$ cat src/hw/rtl/brvad_pkg.sv
package brvad_pkg;

    localparam int MAX_BLOCK_DEF = 256;
    // Largest supported block length; the sum is sized for it
    localparam int MAX_BLOCK_MAX = 4096;
    localparam int SUM_W = 31 + $clog2(MAX_BLOCK_MAX);

    // Register indexes
    localparam logic [2:0] REG_ENABLE  = 3'd0;
    localparam logic [2:0] REG_TRIG    = 3'd1;
    localparam logic [2:0] REG_REL     = 3'd2;
    localparam logic [2:0] REG_MIN_RMS = 3'd3;
    localparam logic [2:0] REG_ATTACK  = 3'd4;
    localparam logic [2:0] REG_HANG    = 3'd5;

    // Event codes
    localparam logic [1:0] EV_NONE  = 2'd0;
    localparam logic [1:0] EV_START = 2'd1;
    localparam logic [1:0] EV_STOP  = 2'd2;

    typedef struct packed {
        logic        enable;
        logic [7:0]  trig;
        logic [7:0]  rel;
        logic [15:0] min_rms;
        logic [7:0]  attack;
        logic [7:0]  hang;
    } cfg_t;

    // Request from front to back: one classified sample
    typedef struct packed {
        logic [15:0]      pcm;
        logic             enabled;
        logic             done;
        logic [SUM_W-1:0] sum;
        logic [12:0]      count;
    } req_t;

endpackage

$ cat src/hw/rtl/brvad_front.sv
module brvad_front #(
    parameter int MAX_BLOCK = brvad_pkg::MAX_BLOCK_DEF
) (
    input  logic               clk,
    input  logic               rst_n,
    input  logic               enable,
    input  logic               in_valid,
    output logic               in_ready,
    input  logic [31:0]        raw_sample,
    input  logic               last_in_block,
    output logic               req_valid,
    input  logic               req_ready,
    output brvad_pkg::req_t    req
);
    localparam int CW = $clog2(MAX_BLOCK + 1);

    logic [brvad_pkg::SUM_W-1:0] sum_reg, sum_next;
    logic [CW-1:0]               cnt_reg, cnt_next;
    logic                        acc;
    logic signed [15:0]          s;
    logic [15:0]                 mag;
    logic [31:0]                 sq;
    logic                        close;

    assign in_ready  = req_ready;
    assign req_valid = in_valid;
    assign acc       = in_valid && req_ready;

    // Square and accumulate
    always_comb
    begin
        s        = raw_sample[31:16];
        mag      = s[15] ? 16'(-s) : 16'(s);
        sq       = mag * mag;
        sum_next = sum_reg + brvad_pkg::SUM_W'(sq);
        cnt_next = cnt_reg + CW'(1);
        close    = last_in_block || (32'(cnt_next) >= 32'(MAX_BLOCK));
    end

    always_comb
    begin
        req.pcm     = raw_sample[31:16];
        req.enabled = enable;
        req.done    = enable && close;
        req.sum     = sum_next;
        req.count   = 13'(cnt_next);
    end

    always_ff @(posedge clk or negedge rst_n)
    begin
        if (!rst_n)
        begin
            sum_reg <= '0;
            cnt_reg <= '0;
        end
        else if (acc && enable)
        begin
            sum_reg <= close ? '0 : sum_next;
            cnt_reg <= close ? '0 : cnt_next;
        end
    end
endmodule

$ cat src/hw/rtl/brvad_fifo.sv
module brvad_fifo (
    input  logic            clk,
    input  logic            rst_n,
    input  logic            wr_valid,
    output logic            wr_ready,
    input  brvad_pkg::req_t wr_data,
    output logic            rd_valid,
    input  logic            rd_ready,
    output brvad_pkg::req_t rd_data
);
    // Two-entry queue
    brvad_pkg::req_t mem_reg [2];
    logic [1:0] cnt_reg;
    logic       wp_reg, rp_reg;
    logic       wr, rd;

    assign wr_ready = cnt_reg != 2'd2;
    assign rd_valid = cnt_reg != 2'd0;
    assign rd_data  = mem_reg[rp_reg];
    assign wr       = wr_valid && wr_ready;
    assign rd       = rd_valid && rd_ready;

    always_ff @(posedge clk)
    begin
        if (wr)
            mem_reg[wp_reg] <= wr_data;
    end

    always_ff @(posedge clk or negedge rst_n)
    begin
        if (!rst_n)
        begin
            cnt_reg <= '0;
            wp_reg  <= 1'b0;
            rp_reg  <= 1'b0;
        end
        else
        begin
            if (wr)
                wp_reg <= !wp_reg;
            if (rd)
                rp_reg <= !rp_reg;
            cnt_reg <= cnt_reg + 2'(wr) - 2'(rd);
        end
    end
endmodule

$ cat src/hw/rtl/brvad_back.sv
module brvad_back (
    input  logic            clk,
    input  logic            rst_n,
    input  brvad_pkg::cfg_t cfg,
    input  logic            req_valid,
    output logic            req_ready,
    input  brvad_pkg::req_t req,
    output logic            out_valid,
    input  logic            out_ready,
    output logic [15:0]     pcm_sample,
    output logic            block_done,
    output logic [15:0]     block_rms,
    output logic            voice_active,
    output logic [1:0]      vad_event
);
    typedef enum logic [5:0] {
        ST_IDLE = 6'b000001,
        ST_DIV  = 6'b000010,
        ST_SQRT = 6'b000100,
        ST_THR  = 6'b001000,
        ST_GATE = 6'b010000,
        ST_OUT  = 6'b100000
    } state_t;

    state_t state_reg, state_next;
    logic [5:0]  step_reg;
    logic [brvad_pkg::SUM_W-1:0] rem_reg;
    logic [12:0] den_reg;
    logic [31:0] quo_reg;
    logic [31:0] sq_v_reg, sq_res_reg, sq_bit_reg;
    logic [15:0] floor_reg;
    logic        gate_reg;
    logic [7:0]  att_reg, hang_reg;
    logic [23:0] trig_reg, rel_reg;
    logic [15:0] pcm_reg, rms_reg;
    logic        done_reg, act_reg;
    logic [1:0]  ev_reg;

    logic [brvad_pkg::SUM_W+12:0] shd;
    logic [31:0] sq_t;
    logic [15:0] fl;
    logic [23:0] tp, rp;
    logic [7:0]  att_inc;
    logic [19:0] fl_new;

    assign req_ready    = state_reg == ST_IDLE;
    assign out_valid    = state_reg == ST_OUT;
    assign pcm_sample   = pcm_reg;
    assign block_done   = done_reg;
    assign block_rms    = rms_reg;
    assign voice_active = act_reg;
    assign vad_event    = ev_reg;

    always_comb
    begin
        shd     = (brvad_pkg::SUM_W+13)'(den_reg) << step_reg;
        sq_t    = sq_res_reg + sq_bit_reg;
        fl      = (floor_reg == 16'd0) ? 16'd1 : floor_reg;
        tp      = (fl * cfg.trig) >> 3;
        rp      = (fl * cfg.rel) >> 3;
        att_inc = att_reg + 8'd1;
        fl_new  = (20'(floor_reg) * 20'd15 + 20'(rms_reg)) >> 4;
    end

    always_comb
    begin
        state_next = state_reg;
        case (state_reg)
            ST_IDLE: if (req_valid) state_next = req.done ? ST_DIV : ST_OUT;
            ST_DIV:  if (step_reg == 6'd0) state_next = ST_SQRT;
            ST_SQRT: if (sq_bit_reg == 32'd0) state_next = ST_THR;
            ST_THR:  state_next = ST_GATE;
            ST_GATE: state_next = ST_OUT;
            ST_OUT:  if (out_ready) state_next = ST_IDLE;
            default: state_next = ST_IDLE;
        endcase
    end

    always_ff @(posedge clk or negedge rst_n)
    begin
        if (!rst_n)
        begin
            state_reg <= ST_IDLE;
            floor_reg <= '0;
            gate_reg  <= 1'b0;
            att_reg   <= '0;
            hang_reg  <= '0;
        end
        else
        begin
            state_reg <= state_next;
            // Gate update on block end
            if (state_reg == ST_GATE)
            begin
                if (!gate_reg)
                begin
                    if (24'(rms_reg) > trig_reg)
                    begin
                        if (att_inc >= cfg.attack)
                        begin
                            gate_reg <= 1'b1;
                            att_reg  <= '0;
                            hang_reg <= cfg.hang;
                        end
                        else
                            att_reg <= att_inc;
                    end
                    else
                    begin
                        att_reg   <= '0;
                        floor_reg <= fl_new[15:0];
                    end
                end
                else if (24'(rms_reg) > rel_reg)
                    hang_reg <= cfg.hang;
                else if (hang_reg != 8'd0)
                    hang_reg <= hang_reg - 8'd1;
                else
                    gate_reg <= 1'b0;
            end
        end
    end

    // Datapath: restoring divide, then digit-pair root
    always_ff @(posedge clk)
    begin
        case (state_reg)
            ST_IDLE:
            begin
                pcm_reg  <= req.enabled ? req.pcm : 16'd0;
                done_reg <= req.done;
                act_reg  <= req.enabled && gate_reg;
                ev_reg   <= brvad_pkg::EV_NONE;
                rms_reg  <= '0;
                rem_reg  <= req.sum;
                den_reg  <= req.count;
                quo_reg  <= '0;
                step_reg <= 6'd31;
            end
            ST_DIV:
            begin
                if (shd <= (brvad_pkg::SUM_W+13)'(rem_reg))
                begin
                    rem_reg <= rem_reg - brvad_pkg::SUM_W'(shd);
                    quo_reg <= quo_reg | (32'd1 << step_reg);
                end
                step_reg <= step_reg - 6'd1;
                if (step_reg == 6'd0)
                begin
                    sq_res_reg <= '0;
                    sq_bit_reg <= 32'h4000_0000;
                end
            end
            ST_SQRT:
            begin
                if (sq_bit_reg != 32'd0)
                begin
                    if (sq_v_reg >= sq_t && sq_bit_reg <= quo_reg)
                    begin
                        sq_v_reg   <= sq_v_reg - sq_t;
                        sq_res_reg <= (sq_res_reg >> 1) + sq_bit_reg;
                    end
                    else
                        sq_res_reg <= sq_res_reg >> 1;
                    sq_bit_reg <= sq_bit_reg >> 2;
                end
                else
                    rms_reg <= sq_res_reg[15:0];
            end
            ST_THR:
            begin
                trig_reg <= (tp < 24'(cfg.min_rms)) ? 24'(cfg.min_rms) : tp;
                rel_reg  <= (rp < 24'(cfg.min_rms[15:1])) ? 24'(cfg.min_rms[15:1]) : rp;
            end
            ST_GATE:
            begin
                if (!gate_reg)
                begin
                    if (24'(rms_reg) > trig_reg && att_inc >= cfg.attack)
                    begin
                        act_reg <= 1'b1;
                        ev_reg  <= brvad_pkg::EV_START;
                    end
                end
                else if (!(24'(rms_reg) > rel_reg) && hang_reg == 8'd0)
                begin
                    act_reg <= 1'b0;
                    ev_reg  <= brvad_pkg::EV_STOP;
                end
            end
            default: ;
        endcase
        if (state_reg == ST_DIV && step_reg == 6'd0)
            sq_v_reg <= quo_reg | ((shd <= (brvad_pkg::SUM_W+13)'(rem_reg)) ? 32'd1 : 32'd0);
    end
endmodule

$ cat src/hw/rtl/block_rms_voice_activity_detector_core.sv
// Block RMS voice activity detector.
// Input channel: raw_sample (32-bit slot) and last_in_block, valid/ready.
// Output channel: one result per input: pcm_sample, block_done, block_rms,
// voice_active, vad_event, valid/ready.
// A front stage squares and accumulates each sample combinationally and
// pushes a request into a two-entry queue. The back stage finishes it:
// a plain sample goes straight to the output register; a block end runs
// a 32-step divide, a 16-step root, then a threshold and a gate state.
// The back stage takes no new request until the output accepts its
// result; its serial divider and root unit hold it busy on a block end.
// Reset clears the block sum, count, noise floor and gate; registers
// return to their defaults. A stalled receiver holds the output register
// and, once the queue fills, input ready drops; nothing is lost.
// Configuration: APB writes at byte address 4*i, reads return values.
module block_rms_voice_activity_detector_core #(
    parameter int MAX_BLOCK = brvad_pkg::MAX_BLOCK_DEF
) (
    input  logic        clk,
    input  logic        rst_n,
    input  logic        psel,
    input  logic        penable,
    input  logic        pwrite,
    input  logic [4:0]  paddr,
    input  logic [31:0] pwdata,
    output logic [31:0] prdata,
    output logic        pready,
    input  logic        in_valid,
    output logic        in_ready,
    input  logic [31:0] raw_sample,
    input  logic        last_in_block,
    output logic        out_valid,
    input  logic        out_ready,
    output logic [15:0] pcm_sample,
    output logic        block_done,
    output logic [15:0] block_rms,
    output logic        voice_active,
    output logic [1:0]  vad_event
);
    brvad_pkg::cfg_t cfg_reg;
    brvad_pkg::req_t f_req, q_req;
    logic f_valid, f_ready, q_valid, q_ready;
    logic [2:0] idx;

    assign pready = 1'b1;
    assign idx    = paddr[4:2];

    // Register file
    always_ff @(posedge clk or negedge rst_n)
    begin
        if (!rst_n)
        begin
            cfg_reg.enable  <= 1'b1;
            cfg_reg.trig    <= 8'd24;
            cfg_reg.rel     <= 8'd16;
            cfg_reg.min_rms <= 16'd200;
            cfg_reg.attack  <= 8'd2;
            cfg_reg.hang    <= 8'd10;
        end
        else if (psel && penable && pwrite && paddr[1:0] == 2'b00)
        begin
            case (idx)
                brvad_pkg::REG_ENABLE:  cfg_reg.enable  <= pwdata[0];
                brvad_pkg::REG_TRIG:    cfg_reg.trig    <= pwdata[7:0];
                brvad_pkg::REG_REL:     cfg_reg.rel     <= pwdata[7:0];
                brvad_pkg::REG_MIN_RMS: cfg_reg.min_rms <= pwdata[15:0];
                brvad_pkg::REG_ATTACK:  cfg_reg.attack  <= pwdata[7:0];
                brvad_pkg::REG_HANG:    cfg_reg.hang    <= pwdata[7:0];
                default: ;
            endcase
        end
    end

    always_comb
    begin
        case (idx)
            brvad_pkg::REG_ENABLE:  prdata = {31'd0, cfg_reg.enable};
            brvad_pkg::REG_TRIG:    prdata = {24'd0, cfg_reg.trig};
            brvad_pkg::REG_REL:     prdata = {24'd0, cfg_reg.rel};
            brvad_pkg::REG_MIN_RMS: prdata = {16'd0, cfg_reg.min_rms};
            brvad_pkg::REG_ATTACK:  prdata = {24'd0, cfg_reg.attack};
            brvad_pkg::REG_HANG:    prdata = {24'd0, cfg_reg.hang};
            default:                prdata = 32'd0;
        endcase
    end

    brvad_front #(.MAX_BLOCK(MAX_BLOCK)) u_front (
        .clk, .rst_n, .enable(cfg_reg.enable),
        .in_valid, .in_ready, .raw_sample, .last_in_block,
        .req_valid(f_valid), .req_ready(f_ready), .req(f_req)
    );

    brvad_fifo u_fifo (
        .clk, .rst_n,
        .wr_valid(f_valid), .wr_ready(f_ready), .wr_data(f_req),
        .rd_valid(q_valid), .rd_ready(q_ready), .rd_data(q_req)
    );

    brvad_back u_back (
        .clk, .rst_n, .cfg(cfg_reg),
        .req_valid(q_valid), .req_ready(q_ready), .req(q_req),
        .out_valid, .out_ready, .pcm_sample, .block_done, .block_rms,
        .voice_active, .vad_event
    );
endmodule

$ cat config.mk
export PLATFORM = sky130hd
export DESIGN_NAME = block_rms_voice_activity_detector_core
export DESIGN_NICKNAME = d
export VERILOG_FILES = /design/src/hw/rtl/brvad_pkg.sv /design/src/hw/rtl/brvad_front.sv /design/src/hw/rtl/brvad_fifo.sv /design/src/hw/rtl/brvad_back.sv /design/src/hw/rtl/block_rms_voice_activity_detector_core.sv
export SDC_FILE = /design/constraint.sdc
export NUM_CORES = 2
export LEC_CHECK = 0
export ABC_AREA = 1
export BUFFER_PORTS_ARGS = -buffer_cell sky130_fd_sc_hd__buf_2
export CORE_MARGIN = 3
export CORE_UTILIZATION = 35
export CTS_CLUSTER_SIZE = 20
export DETAILED_ROUTE_END_ITERATION = 16
export GPL_TIMING_DRIVEN = 0
export HOLD_SLACK_MARGIN = 0.06
export SYNTH_ARGS = -nofsm -noshare
export SYNTH_HDL_FRONTEND = slang
export SYNTH_SLANG_ARGS = --single-unit
$ cat constraint.sdc
create_clock -name clk -period 8.4 [get_ports clk]
set_clock_uncertainty 0.1 [all_clocks]
set_input_delay 2.1 -clock clk [delete_from_list [all_inputs] [get_ports clk]]
set_output_delay 2.1 -clock clk [all_outputs]
set_load 0.1 [all_outputs]
==> key figures <==
Clock tree
  • CTS buffer count: 61
  • Reg clk slew, reported paths: 70 ps
  • Clock root cell: clkbuf_16
  • H-tree Lvls: 2
  • Hold buffers post-CTS: 0
  • Clock Path Buffers: 3
  • CTS tree: yes
  • Clock latency at the later pin of the worst-skew pair: 690 ps
  • Clock sink total: 532

Worst setup path
  • Arrival time worst endpoint: 8580 ps
  • Crit path from: raw_sample[16]
  • Data required, critical path: 8730 ps
  • Crit Reg-Reg Startpoint: u_back.floor_reg[14]
  • WP buf/inv: 9
  • Worst-path fanout max: 5
  • Reg2Reg Depth: 37
  • Cell family with most CP delay: adder cells
  • Reg-to-reg endpoint: u_back.rel_reg[11]
  • Crit-path max cell delay: 570 ps
  • Master of the slowest instance on the critical path: fa_1
  • Startpoint Class: primary input
  • Endpoint type of the worst setup path: flop
  • CP Class: primary input to flop
  • Most used cell, CP: fa_1
  • R2r setup slk: 500 ps

Synthesis
  • FF+latch count, synth: 532
  • Register area share after synthesis: 0.286
  • Most frequent cell after synthesis: nand2_1
  • Netlist Area Pre-Place: 53,400 um2
  • Library cells used by synthesis: 65
  • FFs w/ async S/R, synth: 0.271
  • Top cells by count, synth: nand2_1, inv_1, nor2_1, ha_1, fa_1
  • Gate Count Post-Synth: 6,833
  • Ys flop type: edfxtp_1
  • EDFF count, synth: 388
  • Post-synthesis area per instance: 7.82 um2
  • Most area-hungry cell type in the Yosys netlist: edfxtp_1
  • Synth Warn #: 0
  • Largest cells by area after synthesis: edfxtp_1, fa_1, nand2_1, ha_1, inv_1
  • Area share of the largest cell type after synthesis: 0.218

Place
  • GP Congestion: 0.974
  • Placed inst area: 57,100 um2
  • Post-DP HPWL: 137 mm
  • Number of port buffers: 98
  • Placed cells: 8,991

STA
  • Fin crit share: 0.983
  • Max frequency: 0.121 GHz
  • Hold_ws: 384 ps
  • Final Hold Vio Count: 0
  • TNS Setup: 0 ps
  • Worst-Margin Slew: 1040 ps
  • RSZ-0062 raised after global routing: true
  • Slew Viols, Final: 0
  • Tmin final: 8260 ps
  • Final setup fails: 0
  • Rel. slew slack: 0.301

Global route
  • GRT Residual Overflow: 0
  • Initial antenna violation count: 4
  • First-pass GRT wire length: 260 mm
  • Gr usage total: 0.210
  • Vias in the first global route: 45.2k
  • Pin count of the biggest net entering global routing: 81

Worst hold path
  • HP Start: cfg_reg[11]
  • Hold depth: 2
  • Hold Path Sink: cfg_reg[11]
  • Hold Path Class: flop to flop

Final layout
  • Non-Filler Instances: 9,165
  • Post-layout util: 0.403
  • Largest register FFs: 140
  • Nets: 8,049
  • Finished Cell Area: 60,700 um2
  • Area growth syn-to-layout: 13.6%
  • Fill cell count: 15.4k
  • Multi-input gate area: 33,600 um2
  • Share of layout cells above drive strength 1: 0.0887
  • Storage cell area: 15,300 um2

Die
  • Die Y: 397 um
  • Die ar.: 157,000 um2
  • Initial Util: 0.354
  • I/O pin count: 148
  • Core area: 151,000 um2
  • Chip width: 397 um
  • Rows: 142

Detailed routing
  • Routed wire length: 168 mm
  • Vias per cell: 4.97
  • Routed via count: 45.6k
  • DR DRC count: 0
  • Iteration-0 DRC Markers: 3,553
  • DR pass1 iterations: 6
  • ANT nets after route: 0
  • WL/cell: 18.3 um

Pwr
  • VDD IR max: 0.00107 V
  • Leakage: 29.2 nW
  • PwrDens: 456 nW/um2

Job
  • Max-Cap Viols: 0

Run status
  • Status: finished clean
==> cell type report <==
class                           instances  area share
Clock inverter                         47     0.00847
Tap cell                             2016      0.0415
Multi-Input combinational cell       4822       0.554
Sequential cell                       532       0.251
Buffer                                167      0.0138
Antenna cell                            3    0.000124
Inverter                             1334      0.0833
Timing Repair Buffer                  175      0.0215
Clock buffer                           69      0.0263
==> worst register-to-register path, delay by kind of cell (launching register included) <==
family | cells | cell delay (ps)
buf+inv | 9 | 1220
flops | 1 | 500
fa+ha+maj | 7 | 3020
simple gates | 17 | 1950
xor+xnor | 1 | 320
compound gates | 3 | 520
==> kinds of logic (layout without fill, tap and decap cells) <==
family                     Yosys count  in the layout  share of synthesized area
muxes                                4              4                   0.000749
xor gates and xnor gates           201            201                     0.0336
and+or+nand+nor                   2848           2848                      0.220
adders and majority gates          879            879                      0.263
other                                2             31                   0.000141
DFF                                532            532                      0.286
buffers and inverters             1505           1792                      0.108
AOI/OAI and AO/OA                  862            862                     0.0887
==> report_power, final <==
| part | internal [W] | leakage [nW] | switching [W] |
|---|---|---|---|
| clock | 0.00158 | 1.02 | 0.00126 |
| combinational | 0.00699 | 22.9 | 0.0129 |
| sequential | 0.00455 | 5.30 | 0.000413 |
| total | 0.0131 | 29.2 | 0.0146 |
==> how the worst max path moves through the flow <==
stage          depth (start not counted)                    end
3_5_place_dp                          30    u_front.sum_reg[28]
5_1_grt                               31    u_front.sum_reg[42]
3_3_place_gp                           5     u_back.rem_reg[11]
6_report                              31  u_fifo.mem_reg[1][44]
2_1_floorplan                         31  u_fifo.mem_reg[0][32]
4_1_cts                               35  u_fifo.mem_reg[0][44]
==> per-layer routing <==
layer / up-vias / global-route usage / share of wire
met3: 176 / 0.0252 / 0.056
li1: 22151 / - / -
met5: - / 0 / 0.000042
met1: 22066 / 0.298 / 0.46
met2: 1190 / 0.342 / 0.46
met4: 2 / 0.0522 / 0.025
==> metrics by stage <==
stage / power (W) / setup slack, ps
final: 0.0277 / 143
after floorplan: 0.0161 / 11.1
after detailed placement: 0.0209 / -1610
after CTS: 0.0246 / 3.20
after global placement: 0.0208 / -4050
after global routing: 0.0297 / -115
==> layout by cell type, fill, tap and decap left out, types with 82 or more instances in the layout <==
cell,n
inv_1,1291
nand2_1,1576
clkbuf_1,103
o21ai_0,311
nor2_1,623
dfrtp_1,133
buf_4,82
a21oi_1,324
nand4_1,105
ha_1,457
xor2_1,102
nand3_1,266
fa_1,401
buf_2,116
edfxtp_1,388
==> timing repair <==
| item | in CTS | in global routing |
|---|---|---|
| gates cloned | 0 | 1 |
| pin swaps | 10 | 87 |
| endpoints found under the setup margin | 131 | 118 |
| buffers inserted | 24 | 34 |
| gates resized for setup | 74 | 206 |
Note: power is estimated with default switching activity, not from simulation.
